$ cat config.mk
export PLATFORM = sky130hd
export DESIGN_NAME = sha256_message_hasher_unit_flat
export DESIGN_NICKNAME = d
export VERILOG_FILES = /design/src/rtl/sha256u_pkg.sv /design/src/rtl/sha256u_if.sv /design/src/rtl/sha256u_round.sv /design/src/rtl/sha256_message_hasher_unit.sv /design/src/flat_wrapper.sv
export SDC_FILE = /design/constraint.sdc
export NUM_CORES = 2
export LEC_CHECK = 0
export BUFFER_PORTS_ARGS = -buffer_cell sky130_fd_sc_hd__buf_2
export CORE_UTILIZATION = 40
export CTS_CLUSTER_DIAMETER = 200
export DETAILED_ROUTE_END_ITERATION = 8
export PLACE_DENSITY = 0.65
export SYNTH_ARGS = -nofsm -noshare
export SYNTH_HDL_FRONTEND = slang
export SYNTH_HIERARCHICAL = 1
export SYNTH_SLANG_ARGS = --single-unit
$ cat constraint.sdc
create_clock -name clock -period 8.93 [get_ports clock]
set_input_delay 2.2325 -clock clock [delete_from_list [all_inputs] [get_ports clock]]
set_output_delay 2.2325 -clock clock [all_outputs]
set_load 0.05 [all_outputs]
$ cat src/rtl/sha256u_pkg.sv
// types, constants and round functions shared by the sha-256 hasher
package sha256u_pkg;

   typedef logic [31:0] word_type;
   typedef logic [7:0][31:0] vars_type;

   typedef enum logic [3:0] {
      ST_IDLE,
      ST_MARK,
      ST_ZERO,
      ST_LEN,
      ST_INIT,
      ST_SCHED,
      ST_ROUND,
      ST_UPDATE,
      ST_OUT
   } state_type;

   localparam logic [7:0] PAD_BYTE   = 8'h80;
   localparam logic [5:0] LEN_OFFSET = 6'd56;
   localparam logic [5:0] FILL_LAST  = 6'd63;
   localparam logic [5:0] ROUND_LAST = 6'd63;
   localparam logic [2:0] WORD_LAST  = 3'd7;

   localparam logic [2:0] STEP_RD16 = 3'd0;
   localparam logic [2:0] STEP_RD15 = 3'd1;
   localparam logic [2:0] STEP_RD7  = 3'd2;
   localparam logic [2:0] STEP_RD2  = 3'd3;
   localparam logic [2:0] STEP_MIX  = 3'd4;

   localparam vars_type HASH_INIT = {
      32'h5be0cd19, 32'h1f83d9ab, 32'h9b05688c, 32'h510e527f,
      32'ha54ff53a, 32'h3c6ef372, 32'hbb67ae85, 32'h6a09e667};

   localparam word_type ROUND_K [64] = '{
      32'h428a2f98, 32'h71374491, 32'hb5c0fbcf, 32'he9b5dba5,
      32'h3956c25b, 32'h59f111f1, 32'h923f82a4, 32'hab1c5ed5,
      32'hd807aa98, 32'h12835b01, 32'h243185be, 32'h550c7dc3,
      32'h72be5d74, 32'h80deb1fe, 32'h9bdc06a7, 32'hc19bf174,
      32'he49b69c1, 32'hefbe4786, 32'h0fc19dc6, 32'h240ca1cc,
      32'h2de92c6f, 32'h4a7484aa, 32'h5cb0a9dc, 32'h76f988da,
      32'h983e5152, 32'ha831c66d, 32'hb00327c8, 32'hbf597fc7,
      32'hc6e00bf3, 32'hd5a79147, 32'h06ca6351, 32'h14292967,
      32'h27b70a85, 32'h2e1b2138, 32'h4d2c6dfc, 32'h53380d13,
      32'h650a7354, 32'h766a0abb, 32'h81c2c92e, 32'h92722c85,
      32'ha2bfe8a1, 32'ha81a664b, 32'hc24b8b70, 32'hc76c51a3,
      32'hd192e819, 32'hd6990624, 32'hf40e3585, 32'h106aa070,
      32'h19a4c116, 32'h1e376c08, 32'h2748774c, 32'h34b0bcb5,
      32'h391c0cb3, 32'h4ed8aa4a, 32'h5b9cca4f, 32'h682e6ff3,
      32'h748f82ee, 32'h78a5636f, 32'h84c87814, 32'h8cc70208,
      32'h90befffa, 32'ha4506ceb, 32'hbef9a3f7, 32'hc67178f2};

   function automatic word_type big_sigma0(word_type v);
      return {v[1:0], v[31:2]} ^ {v[12:0], v[31:13]} ^ {v[21:0], v[31:22]};
   endfunction

   function automatic word_type big_sigma1(word_type v);
      return {v[5:0], v[31:6]} ^ {v[10:0], v[31:11]} ^ {v[24:0], v[31:25]};
   endfunction

   function automatic word_type small_sigma0(word_type v);
      return {v[6:0], v[31:7]} ^ {v[17:0], v[31:18]} ^ {3'b000, v[31:3]};
   endfunction

   function automatic word_type small_sigma1(word_type v);
      return {v[16:0], v[31:17]} ^ {v[18:0], v[31:19]} ^ {10'b0, v[31:10]};
   endfunction

endpackage

$ cat src/rtl/sha256u_if.sv
// request and response channel interfaces of the sha-256 hasher
interface sha256u_req_if;
   logic       valid;
   logic       ready;
   logic [7:0] data_byte;
   logic       byte_present;
   logic       end_of_message;

   modport source (output valid, data_byte, byte_present, end_of_message, input ready);
   modport sink (input valid, data_byte, byte_present, end_of_message, output ready);
endinterface

interface sha256u_rsp_if;
   logic        valid;
   logic        ready;
   logic [31:0] digest_word;
   logic [2:0]  word_index;
   logic        last_word;

   modport source (output valid, digest_word, word_index, last_word, input ready);
   modport sink (input valid, digest_word, word_index, last_word, output ready);
endinterface

$ cat src/rtl/sha256u_round.sv
// one sha-256 compression round over the working variables
module sha256u_round (
   input  sha256u_pkg::vars_type vars,
   input  sha256u_pkg::word_type wt,
   input  sha256u_pkg::word_type k,
   output sha256u_pkg::vars_type vars_next
);

   sha256u_pkg::word_type ch;
   sha256u_pkg::word_type maj;
   sha256u_pkg::word_type t1;
   sha256u_pkg::word_type t2;

   always_comb begin
      ch  = (vars[4] & vars[5]) ^ (~vars[4] & vars[6]);
      maj = (vars[0] & vars[1]) ^ (vars[0] & vars[2]) ^ (vars[1] & vars[2]);
      t1  = vars[7] + sha256u_pkg::big_sigma1(vars[4]) + ch + k + wt;
      t2  = sha256u_pkg::big_sigma0(vars[0]) + maj;
      vars_next[7] = vars[6];
      vars_next[6] = vars[5];
      vars_next[5] = vars[4];
      vars_next[4] = vars[3] + t1;
      vars_next[3] = vars[2];
      vars_next[2] = vars[1];
      vars_next[1] = vars[0];
      vars_next[0] = t1 + t2;
   end

endmodule

$ cat src/rtl/sha256_message_hasher_unit.sv
// sha-256 hasher: byte intake, padding, memory-based schedule and compression
// a full block holds off input during compression: rounds 0-15 read the block words directly
// and rounds 16-63 extend the schedule in separate read steps, all set by the single read port
// of the schedule memory; an end transaction adds the pad and length bytes, one or two
// compressions and the digest words; synchronous reset restores the initial hash,
// zero fill and zero length; no memory clear
module sha256_message_hasher_unit (
   input  logic                clock,
   input  logic                reset,
   sha256u_req_if.sink         req_chan,
   sha256u_rsp_if.source       rsp_chan
);

   sha256u_pkg::state_type state_ff, state_in;
   sha256u_pkg::state_type ret_ff, ret_in;

   logic [5:0]  fill_ff;
   logic [63:0] len_ff;
   logic [5:0]  round_ff;
   logic [2:0]  step_ff;
   logic [2:0]  idx_ff;
   sha256u_pkg::vars_type hash_ff;
   sha256u_pkg::vars_type vars_ff;
   sha256u_pkg::vars_type vars_next;
   logic [31:0] word_ff;
   logic [31:0] acc_ff;
   logic [31:0] rdata_ff;
   logic [31:0] msg_mem [16];

   logic        req_ready;
   logic        rsp_valid;
   logic        req_fire;
   logic        rsp_fire;
   logic        append_en;
   logic [7:0]  append_byte;
   logic        blk_full;
   logic        sched_ext;
   logic [63:0] len_shift;
   logic [3:0]  raddr;
   logic        mem_we;
   logic [3:0]  mem_waddr;
   logic [31:0] mem_wdata;
   logic [31:0] wt;

   assign req_fire  = req_chan.valid && req_ready;
   assign rsp_fire  = rsp_valid && rsp_chan.ready;
   assign blk_full  = fill_ff == sha256u_pkg::FILL_LAST;
   assign sched_ext = round_ff[5:4] != 2'b00;
   assign len_shift = len_ff << {fill_ff[2:0], 3'b000};
   assign wt        = sched_ext ? acc_ff : rdata_ff;

   assign req_chan.ready       = req_ready;
   assign rsp_chan.valid       = rsp_valid;
   assign rsp_chan.digest_word = hash_ff[idx_ff];
   assign rsp_chan.word_index  = idx_ff;
   assign rsp_chan.last_word   = idx_ff == sha256u_pkg::WORD_LAST;

   // next state
   always_comb begin
      state_in = state_ff;
      ret_in   = ret_ff;
      unique case (state_ff)
         sha256u_pkg::ST_IDLE: begin
            if (req_fire) begin
               if (req_chan.byte_present && blk_full) begin
                  state_in = sha256u_pkg::ST_INIT;
                  ret_in   = req_chan.end_of_message ? sha256u_pkg::ST_MARK
                                                     : sha256u_pkg::ST_IDLE;
               end else if (req_chan.end_of_message) begin
                  state_in = sha256u_pkg::ST_MARK;
               end
            end
         end
         sha256u_pkg::ST_MARK: begin
            if (blk_full) begin
               state_in = sha256u_pkg::ST_INIT;
               ret_in   = sha256u_pkg::ST_ZERO;
            end else begin
               state_in = sha256u_pkg::ST_ZERO;
            end
         end
         sha256u_pkg::ST_ZERO: begin
            if (fill_ff == sha256u_pkg::LEN_OFFSET) begin
               state_in = sha256u_pkg::ST_LEN;
            end else if (blk_full) begin
               state_in = sha256u_pkg::ST_INIT;
               ret_in   = sha256u_pkg::ST_ZERO;
            end
         end
         sha256u_pkg::ST_LEN: begin
            if (blk_full) begin
               state_in = sha256u_pkg::ST_INIT;
               ret_in   = sha256u_pkg::ST_OUT;
            end
         end
         sha256u_pkg::ST_INIT: state_in = sha256u_pkg::ST_SCHED;
         sha256u_pkg::ST_SCHED: begin
            if (!sched_ext || step_ff == sha256u_pkg::STEP_MIX) begin
               state_in = sha256u_pkg::ST_ROUND;
            end
         end
         sha256u_pkg::ST_ROUND: begin
            state_in = (round_ff == sha256u_pkg::ROUND_LAST) ? sha256u_pkg::ST_UPDATE
                                                             : sha256u_pkg::ST_SCHED;
         end
         sha256u_pkg::ST_UPDATE: state_in = ret_ff;
         sha256u_pkg::ST_OUT: begin
            if (rsp_fire && idx_ff == sha256u_pkg::WORD_LAST) begin
               state_in = sha256u_pkg::ST_IDLE;
            end
         end
         default: state_in = sha256u_pkg::ST_IDLE;
      endcase
   end

   // outputs of the state machine
   always_comb begin
      req_ready   = 1'b0;
      rsp_valid   = 1'b0;
      append_en   = 1'b0;
      append_byte = req_chan.data_byte;
      unique case (state_ff)
         sha256u_pkg::ST_IDLE: begin
            req_ready = 1'b1;
            append_en = req_fire && req_chan.byte_present;
         end
         sha256u_pkg::ST_MARK: begin
            append_en   = 1'b1;
            append_byte = sha256u_pkg::PAD_BYTE;
         end
         sha256u_pkg::ST_ZERO: begin
            append_en   = fill_ff != sha256u_pkg::LEN_OFFSET;
            append_byte = 8'h00;
         end
         sha256u_pkg::ST_LEN: begin
            append_en   = 1'b1;
            append_byte = len_shift[63:56];
         end
         sha256u_pkg::ST_OUT: rsp_valid = 1'b1;
         default: ;
      endcase
   end

   // schedule memory addressing
   always_comb begin
      raddr = round_ff[3:0];
      if (state_ff == sha256u_pkg::ST_SCHED) begin
         priority case (step_ff)
            sha256u_pkg::STEP_RD15: raddr = round_ff[3:0] + 4'd1;
            sha256u_pkg::STEP_RD7:  raddr = round_ff[3:0] + 4'd9;
            sha256u_pkg::STEP_RD2:  raddr = round_ff[3:0] + 4'd14;
            default:                raddr = round_ff[3:0];
         endcase
      end
      mem_we    = 1'b0;
      mem_waddr = fill_ff[5:2];
      mem_wdata = {word_ff[23:0], append_byte};
      if (append_en && fill_ff[1:0] == 2'b11) begin
         mem_we = 1'b1;
      end else if (state_ff == sha256u_pkg::ST_SCHED && sched_ext &&
                   step_ff == sha256u_pkg::STEP_MIX) begin
         mem_we    = 1'b1;
         mem_waddr = round_ff[3:0];
         mem_wdata = acc_ff + sha256u_pkg::small_sigma1(rdata_ff);
      end
   end

   always_ff @(posedge clock) begin
      if (mem_we) begin
         msg_mem[mem_waddr] <= mem_wdata;
      end
      rdata_ff <= msg_mem[raddr];
   end

   sha256u_round u_round (
      .vars      (vars_ff),
      .wt        (wt),
      .k         (sha256u_pkg::ROUND_K[round_ff]),
      .vars_next (vars_next)
   );

   always_ff @(posedge clock) begin
      if (reset) begin
         state_ff <= sha256u_pkg::ST_IDLE;
         ret_ff   <= sha256u_pkg::ST_IDLE;
      end else begin
         state_ff <= state_in;
         ret_ff   <= ret_in;
      end
   end

   // control state and hash words
   always_ff @(posedge clock) begin
      if (reset) begin
         fill_ff  <= '0;
         len_ff   <= '0;
         round_ff <= '0;
         step_ff  <= '0;
         idx_ff   <= '0;
         hash_ff  <= sha256u_pkg::HASH_INIT;
      end else begin
         if (append_en) begin
            fill_ff <= fill_ff + 6'd1;
         end
         if (req_fire && req_chan.byte_present) begin
            len_ff <= len_ff + 64'd8;
         end
         unique case (state_ff)
            sha256u_pkg::ST_INIT: begin
               round_ff <= '0;
               step_ff  <= '0;
            end
            sha256u_pkg::ST_SCHED: begin
               if (!sched_ext || step_ff == sha256u_pkg::STEP_MIX) begin
                  step_ff <= '0;
               end else begin
                  step_ff <= step_ff + 3'd1;
               end
            end
            sha256u_pkg::ST_ROUND: round_ff <= round_ff + 6'd1;
            sha256u_pkg::ST_UPDATE: begin
               for (int i = 0; i < 8; i++) begin
                  hash_ff[i] <= hash_ff[i] + vars_ff[i];
               end
            end
            sha256u_pkg::ST_OUT: begin
               if (rsp_fire) begin
                  idx_ff <= idx_ff + 3'd1;
                  if (idx_ff == sha256u_pkg::WORD_LAST) begin
                     hash_ff <= sha256u_pkg::HASH_INIT;
                     fill_ff <= '0;
                     len_ff  <= '0;
                  end
               end
            end
            default: ;
         endcase
      end
   end

   // byte packing, schedule accumulator and working variables
   always_ff @(posedge clock) begin
      if (append_en) begin
         word_ff <= {word_ff[23:0], append_byte};
      end
      if (state_ff == sha256u_pkg::ST_INIT) begin
         vars_ff <= hash_ff;
      end else if (state_ff == sha256u_pkg::ST_ROUND) begin
         vars_ff <= vars_next;
      end
      if (state_ff == sha256u_pkg::ST_SCHED) begin
         priority case (step_ff)
            sha256u_pkg::STEP_RD15: acc_ff <= rdata_ff;
            sha256u_pkg::STEP_RD7:  acc_ff <= acc_ff + sha256u_pkg::small_sigma0(rdata_ff);
            sha256u_pkg::STEP_RD2:  acc_ff <= acc_ff + rdata_ff;
            sha256u_pkg::STEP_MIX:  acc_ff <= mem_wdata;
            default: ;
         endcase
      end
   end

   a_len_aligned: assert property (@(posedge clock) disable iff (reset)
      state_ff == sha256u_pkg::ST_LEN |-> fill_ff[5:3] == 3'b111)
      else $error("length bytes outside the last eight block bytes");

   a_round_idle: assert property (@(posedge clock) disable iff (reset)
      state_ff == sha256u_pkg::ST_IDLE |-> round_ff == 6'd0 && step_ff == 3'd0)
      else $error("round counter not cleared between blocks");

   a_short_sched: assert property (@(posedge clock) disable iff (reset)
      state_ff == sha256u_pkg::ST_SCHED && !sched_ext |-> step_ff == sha256u_pkg::STEP_RD16)
      else $error("schedule steps used for a round that reads the block directly");

   a_rearm: assert property (@(posedge clock) disable iff (reset)
      rsp_fire && idx_ff == sha256u_pkg::WORD_LAST |=>
         len_ff == 64'd0 && fill_ff == 6'd0 && hash_ff == sha256u_pkg::HASH_INIT)
      else $error("hasher not re-armed after the last digest word");

   a_no_req_busy: assert property (@(posedge clock) disable iff (reset)
      state_ff == sha256u_pkg::ST_ROUND |-> !req_ready && !rsp_valid)
      else $error("channel open during compression");

endmodule
$ cat src/flat_wrapper.sv
// flat-port wrapper written by rule: the top's interface ports become plain ports
module sha256_message_hasher_unit_flat 
  (clock, reset, req_chan_valid, req_chan_data_byte, req_chan_byte_present, req_chan_end_of_message, req_chan_ready, rsp_chan_valid, rsp_chan_digest_word, rsp_chan_word_index, rsp_chan_last_word, rsp_chan_ready);
  sha256u_req_if req_chan_i ();
  sha256u_rsp_if rsp_chan_i ();
  input  logic clock;
  input  logic reset;
  input wire logic [$bits(req_chan_i.valid)-1:0] req_chan_valid;
  input wire logic [$bits(req_chan_i.data_byte)-1:0] req_chan_data_byte;
  input wire logic [$bits(req_chan_i.byte_present)-1:0] req_chan_byte_present;
  input wire logic [$bits(req_chan_i.end_of_message)-1:0] req_chan_end_of_message;
  output wire logic [$bits(req_chan_i.ready)-1:0] req_chan_ready;
  output wire logic [$bits(rsp_chan_i.valid)-1:0] rsp_chan_valid;
  output wire logic [$bits(rsp_chan_i.digest_word)-1:0] rsp_chan_digest_word;
  output wire logic [$bits(rsp_chan_i.word_index)-1:0] rsp_chan_word_index;
  output wire logic [$bits(rsp_chan_i.last_word)-1:0] rsp_chan_last_word;
  input wire logic [$bits(rsp_chan_i.ready)-1:0] rsp_chan_ready;
  assign req_chan_i.valid = req_chan_valid;
  assign req_chan_i.data_byte = req_chan_data_byte;
  assign req_chan_i.byte_present = req_chan_byte_present;
  assign req_chan_i.end_of_message = req_chan_end_of_message;
  assign req_chan_ready = req_chan_i.ready;
  assign rsp_chan_valid = rsp_chan_i.valid;
  assign rsp_chan_digest_word = rsp_chan_i.digest_word;
  assign rsp_chan_word_index = rsp_chan_i.word_index;
  assign rsp_chan_last_word = rsp_chan_i.last_word;
  assign rsp_chan_i.ready = rsp_chan_ready;
  sha256_message_hasher_unit u_core (.clock(clock), .reset(reset), .req_chan(req_chan_i), .rsp_chan(rsp_chan_i));
endmodule
* Word level (Yosys, flattened, before mapping)
Memory sizes are Yosys's and may differ from the RTL's. A register that Yosys moved wholly into a read port is not among the register bits. Index checks and enable logic that the tools add are counted.
Storage, ports and cells: ROM bits 2048, bits in registers 658, RAM bits 512, word-level logic and storage cells 177, memories 2, input bits 14
Cells by class: shift operators 1, reductions and logical operators 23, $add $sub $neg 26, $lt $le $gt $ge 2, eq/ne operators 27, bitwise operators 18, mux-type cells 53
Memories:
- (name not given) | words 64, width 32, read ports 1, clocked after Yosys merged registers in 0, write ports 0, RTL line sha256_message_hasher_unit.sv:178 | .k (sha256u_pkg::ROUND_K[round_ff]),
- u_core.msg_mem | words 16, width 32, read ports 1, clocked after Yosys merged registers in 1, write ports 1, RTL line sha256_message_hasher_unit.sv:28 | logic [31:0] msg_mem [16];
Operator list (number):
- 256-bit 2-to-1 mux | 4
- 32-bit adder | 18
- 256-bit case mux with 2 select lines | 1
- 32-bit bitwise XOR | 9
- 64-bit 2-to-1 mux | 4
- 32-bit 2-to-1 mux | 6
- 32-bit bitwise AND | 5
- 32-bit case mux with 4 select lines | 1
- 32-bit binary-select mux with 3-bit select | 1
- 64-bit by 4-bit adder with 64-bit output, second input constant | 1
- 64-bit by 6-bit << shifter with 64-bit output | 1
- 4-bit 2-to-1 mux | 15
- 4-bit case mux with 9 select lines | 1
- 32-bit inverter | 1
- 32-bit by 22-bit bitwise XOR with 32-bit output | 1
- 32-bit by 29-bit bitwise XOR with 32-bit output | 1
- 6-bit 2-to-1 mux | 4
- 8-bit case mux with 3 select lines | 1
- 6-bit == test, second input constant | 3
- 4-bit by 3-bit == test with 1-bit output, second input constant | 4
- 4-bit case mux with 4 select lines | 1
- 6-bit by 1-bit adder with 6-bit output, second input constant | 2
- 2-bit by 1-bit inequality test with 1-bit output, second input constant | 6
- 4-bit case mux with 3 select lines | 1
- other kinds (33) | 58

* Longest topological paths before layout
word-level depth 9, gate-level depth with buffers 38, depth with buffers taken out 35

* Modules after synthesis
Netlist, hierarchy kept.
By module, submodules not included:
- sha256_message_hasher_unit | cells each 6569, seq. area each 32230.9 um^2, times used 1, area an instance 68264.2 um^2
- sha256u_round | cells each 1385, seq. area each 0.0 um^2, times used 1, area an instance 11154.4 um^2

* Worst setup path before layout
Ideal clock, no wire load.
path type register -> register, start register u_core.round_ff[0], end register u_core/vars_ff[31] (netlist bit), data pin, slack 0.795 ns, arrival time 7.876 ns, path buffers 3, setup time 0.260 ns, cell stages (with the launch flop) 36, cell sequence dfxtp_1 clkbuf_1 inv_1 clkbuf_1 ha_1 clkbuf_1 nand2_1 nand3_1 a311oi_1 a21oi_1 inv_1 fa_1 fa_1 inv_1 ha_1 fa_1 a211oi_2 o211ai_2 and3_1 o21ai_0 nand2b_1 a21oi_1 o21bai_1 xor2_1 inv_1 fa_1 inv_1 ha_1 a21o_1 a221oi_1 a21oi_2 a21oi_2 o211ai_1 a311oi_2 xnor3_1 mux2_2
RTL lines:
- from (decl) | RTL line sha256_message_hasher_unit.sv:19 | logic [5:0] round_ff;
- from (signal assigned) | RTL line sha256_message_hasher_unit.sv:220 | sha256u_pkg::ST_ROUND: round_ff <= round_ff + 6'd1;
- to (signal assigned) | RTL line sha256_message_hasher_unit.sv:247 | vars_ff <= hash_ff;
- to (signal assigned) | RTL line sha256_message_hasher_unit.sv:249 | vars_ff <= vars_next;
- to (decl) | RTL line sha256_message_hasher_unit.sv:23 | sha256u_pkg::vars_type vars_ff;

==> summary.md <==
| Metric | Value |
|---|---|
| Outcome | completed |
| Share of cells above drive strength 1 | 0.123 |
| Synth cell types | 106 |
| Synthesis warning total | 6 |
| H-Tree Depth | 4 |
| Clock Skews | 77.8 ps |
| Max Slew Vio Count | 0 |
| Vias | 62800 |
| Slew headroom | 0.0367 |
| Core region area | 0.197 mm² |
| MaxCap Viol Count | 0 |
| Number of instances in the placed design | 10200 |
| Fmax | 117 MHz |
| Pre-Repair DR Iteration Count | 6 |
| Crit path arrival time | 9080 ps |
| Largest net degree at the start of global routing | 196 |
| # Post-CTS Setup Buffers | 0 |
| Width of the die | 448 µm |
| Crit path kind | reg2reg |
| Main flop type after synthesis | edfxtp_1 |
| Met2 Routed Length | 119 mm |
| # fillers | 18600 |
| Switching power | 0.00297 W |
| Final min period | 8560 ps |
| Die area | 0.200 mm² |
| Average footprint of a synthesized cell | 9.98 µm² |
| Int Pwr | 0.00957 W |
| Crit-path max FO | 15 |
| Part of the cycle the worst path needs | 0.959 |
| Post-Syn Nets | 8535 |
| Worst IR Drop VDD | 0.160 mV |
| Final ANT Viol Nets | 0 |
| CTS tree | built |
| Drt initial violations | 6499 |
| Crit. End Element | flip-flop |
| Clock sinks | 1198 |
| Highest metal used | met5 |
| Die extent in y | 448 µm |
| Ports | 52 |
| Vias in the first global route | 59500 |
| CP Launch Type | flip-flop |
| Worst Path Required | 9450 ps |
| Clock power share | 0.467 |
| Cell count after synthesis | 7954 |
| Sequential share of power | 0.481 |
| Worst slew pin tran | 1440 ps |
| Area grow syn2layout | 8.86% |
| Avg Vias per Cell | 6.00 |
| Combinational power share | 0.052 |
| Post-synth EDFFs | 824 |
| Clock Tree Buf Depth | 3 |
| GR Overflow Total | 0 |
| Root buffer cell | clkbuf_16 |
| WHS | 452 ps |
| Placer Congestion | 1.01 |
| Port Buffer Count | 51 |
| Share of flip-flops with an asynchronous set or reset | 0 |
| Overall Global Routing Usage | 0.258 |
| First-pass GRT wire length | 388 mm |
| Clock slew at reported path FFs | 60 ps |
| RSZ-0062 raised after global routing | no |
| Register area share after synthesis | 0.406 |
| Setup total negative slack | 0 ps |
| PwrDens | 145 mW/mm² |
| Initial antenna violation count | 8 |
| # setup viols final | 0 |
| Hold crit path type | reg2reg |
| Dpl hpwl | 185 mm |
| Num CTS Buffers | 139 |
| Final Hold Fails | 0 |
| Critical Path Most Common Cell | inv_1 |
| Final nets | 8289 |
| Worst skew pair latency | 830 ps |
| Mapped cell area | 0.0794 mm² |
| Critical Path Max Stage Delay | 510 ps |
| Met3 routed wirelength | 19.3 mm |
| Slowest cell on crit path | fa_1 |
| Post-Route WL | 263 mm |
| Avg WL per Cell | 25.2 µm |
| Finished Layout Cells | 10500 |
| Commonest non-fill, non-tap cell in the layout | edfxtp_1 |
| Leak | 32.0 nW |
| Yosys reg bits | 1198 |
| Most frequent cells in the layout | 824 x edfxtp_1, 731 x nand2_1, 524 x a21oi_1, 517 x nor2_1, 430 x ha_1 |
| Starting Density | 0.403 |
| Switching Fraction | 0.237 |
| Number of remaining DRC errors | 0 |
| Num rows | 163 |
| M1 wire length | 111 mm |
-- per-stage QoR --
step | total power, W | util | cell area [µm²] | setup slack, ps
final | 0.0125 | 0.438 | 86500 | 369
after global routing | 0.0129 | 0.438 | 86400 | 24.2
after floorplan | 0.00657 | - | 79400 | 795
after CTS | 0.0126 | 0.438 | 86400 | 292
after detailed placement | 0.00679 | 0.414 | 81700 | 413
after global placement | 0.00677 | 0.414 | 81700 | 462
-- logic make-up after synthesis --
kind of cell,count (synthesis),synth area share
buf+inv,962,0.0550
xor+xnor,640,0.0708
fa+ha+maj,569,0.102
compound gates,2130,0.175
mux,458,0.0755
simple gates,1997,0.115
flops,1198,0.406
-- power groups by stage --
stage               Clock (W)  Sequential [W]  Combinational (W)
global placement            0         0.00614           0.000631
global route          0.00615         0.00603           0.000710
detailed placement          0         0.00614           0.000642
finish                0.00585         0.00603           0.000657
floorplan                   0         0.00613           0.000441
CTS                   0.00595         0.00603           0.000647
-- path summary, 6_finish.rpt --
| kind | from | endpoint | slack [ps] | depth (start not counted) |
|---|---|---|---|---|
| setup / recovery | u_core/round_ff[1] | u_core/vars_ff[30] | 370 | 36 |
| hold / removal | u_core/word_ff[11] | u_core/word_ff[19] | 450 | 0 |
| setup reg to reg | u_core/round_ff[1] | u_core/vars_ff[30] | 370 | 36 |
| hold reg to reg | u_core/word_ff[11] | u_core/word_ff[19] | 450 | 0 |
-- worst max-delay path: cells and delay by family (launching register included) --
| family | cells | cell delay (ps) |
|---|---|---|
| compound gates | 12 | 2360 |
| simple gates | 6 | 1480 |
| xor+xnor | 2 | 270 |
| mux | 1 | 250 |
| fa+ha+maj | 6 | 2130 |
| flops | 1 | 390 |
| buf+inv | 9 | 1360 |
-- layer usage --
layer,vias up,global-route usage
met5,-,0
met4,10,0.127
met2,2703,0.405
li1,28400,-
met1,31100,0.345
met3,618,0.0394
-- timing repair --
action	4_1_cts	5_1_grt
gates resized for setup	0	9
endpoints found under the hold margin	0	0
hold buffers	0	0
setup endpoints to repair	0	3
-- cells in the mapped netlist, drive strengths merged (13+ instances only) --
library cell / instances / area, µm²
buf: 267 / 1760
o311ai: 15 / 146
mux4: 80 / 1800
nor3b: 13 / 103
a22oi: 69 / 518
xor2: 265 / 2320
o21a: 56 / 420
nand4: 39 / 259
a311oi: 77 / 687
a211oi: 218 / 1650
o21ai: 428 / 2150
nor2: 539 / 2030
inv: 349 / 1310
a221o: 16 / 160
mux2: 331 / 3730
o211ai: 52 / 405
clkbuf: 344 / 1290
a31oi: 126 / 810
nand2: 734 / 2760
fa: 135 / 2700
and3: 50 / 313
o22ai: 80 / 500
a21boi: 18 / 135
o21bai: 47 / 353
a211o: 17 / 149
o2111ai: 15 / 131
or2: 19 / 119
a221oi: 13 / 131
edfxtp: 824 / 24700
dfxtp: 374 / 7490
nand3: 116 / 586
nor2b: 54 / 338
xnor2: 374 / 3280
a21oi: 534 / 2690
and2: 153 / 957
o31ai: 26 / 224
mux2i: 47 / 470
ha: 432 / 5410
nand2b: 70 / 438
nand3b: 13 / 97.6
a21o: 224 / 1680
nor3: 118 / 602
or3: 40 / 250
-- sequential cells by signal, summed over array words and instances (netlist names), 4 cells and up --
name / cells
u_core/word_ff: 24
u_core/msg_mem: 512
u_core/state_ff: 4
u_core/fill_ff: 6
u_core/hash_ff: 256
u_core/vars_ff: 256
u_core/round_ff: 6
u_core/acc_ff: 32
u_core/rdata_ff: 32
u_core/len_ff: 61
-- final cells by class --
cell class | instances | area (µm²) | area share
clock buffer | 178 | 3690 | 0.0427
inverter | 351 | 1330 | 0.0153
antenna | 1 | 2.50 | 0.0000289
multi-input combinational | 5794 | 43200 | 0.499
tap | 2640 | 3300 | 0.0382
sequential | 1198 | 32300 | 0.373
timing repair buffer | 224 | 1680 | 0.0195
clock inverter | 79 | 1030 | 0.0120
Power figures use the tool's default switching activity.
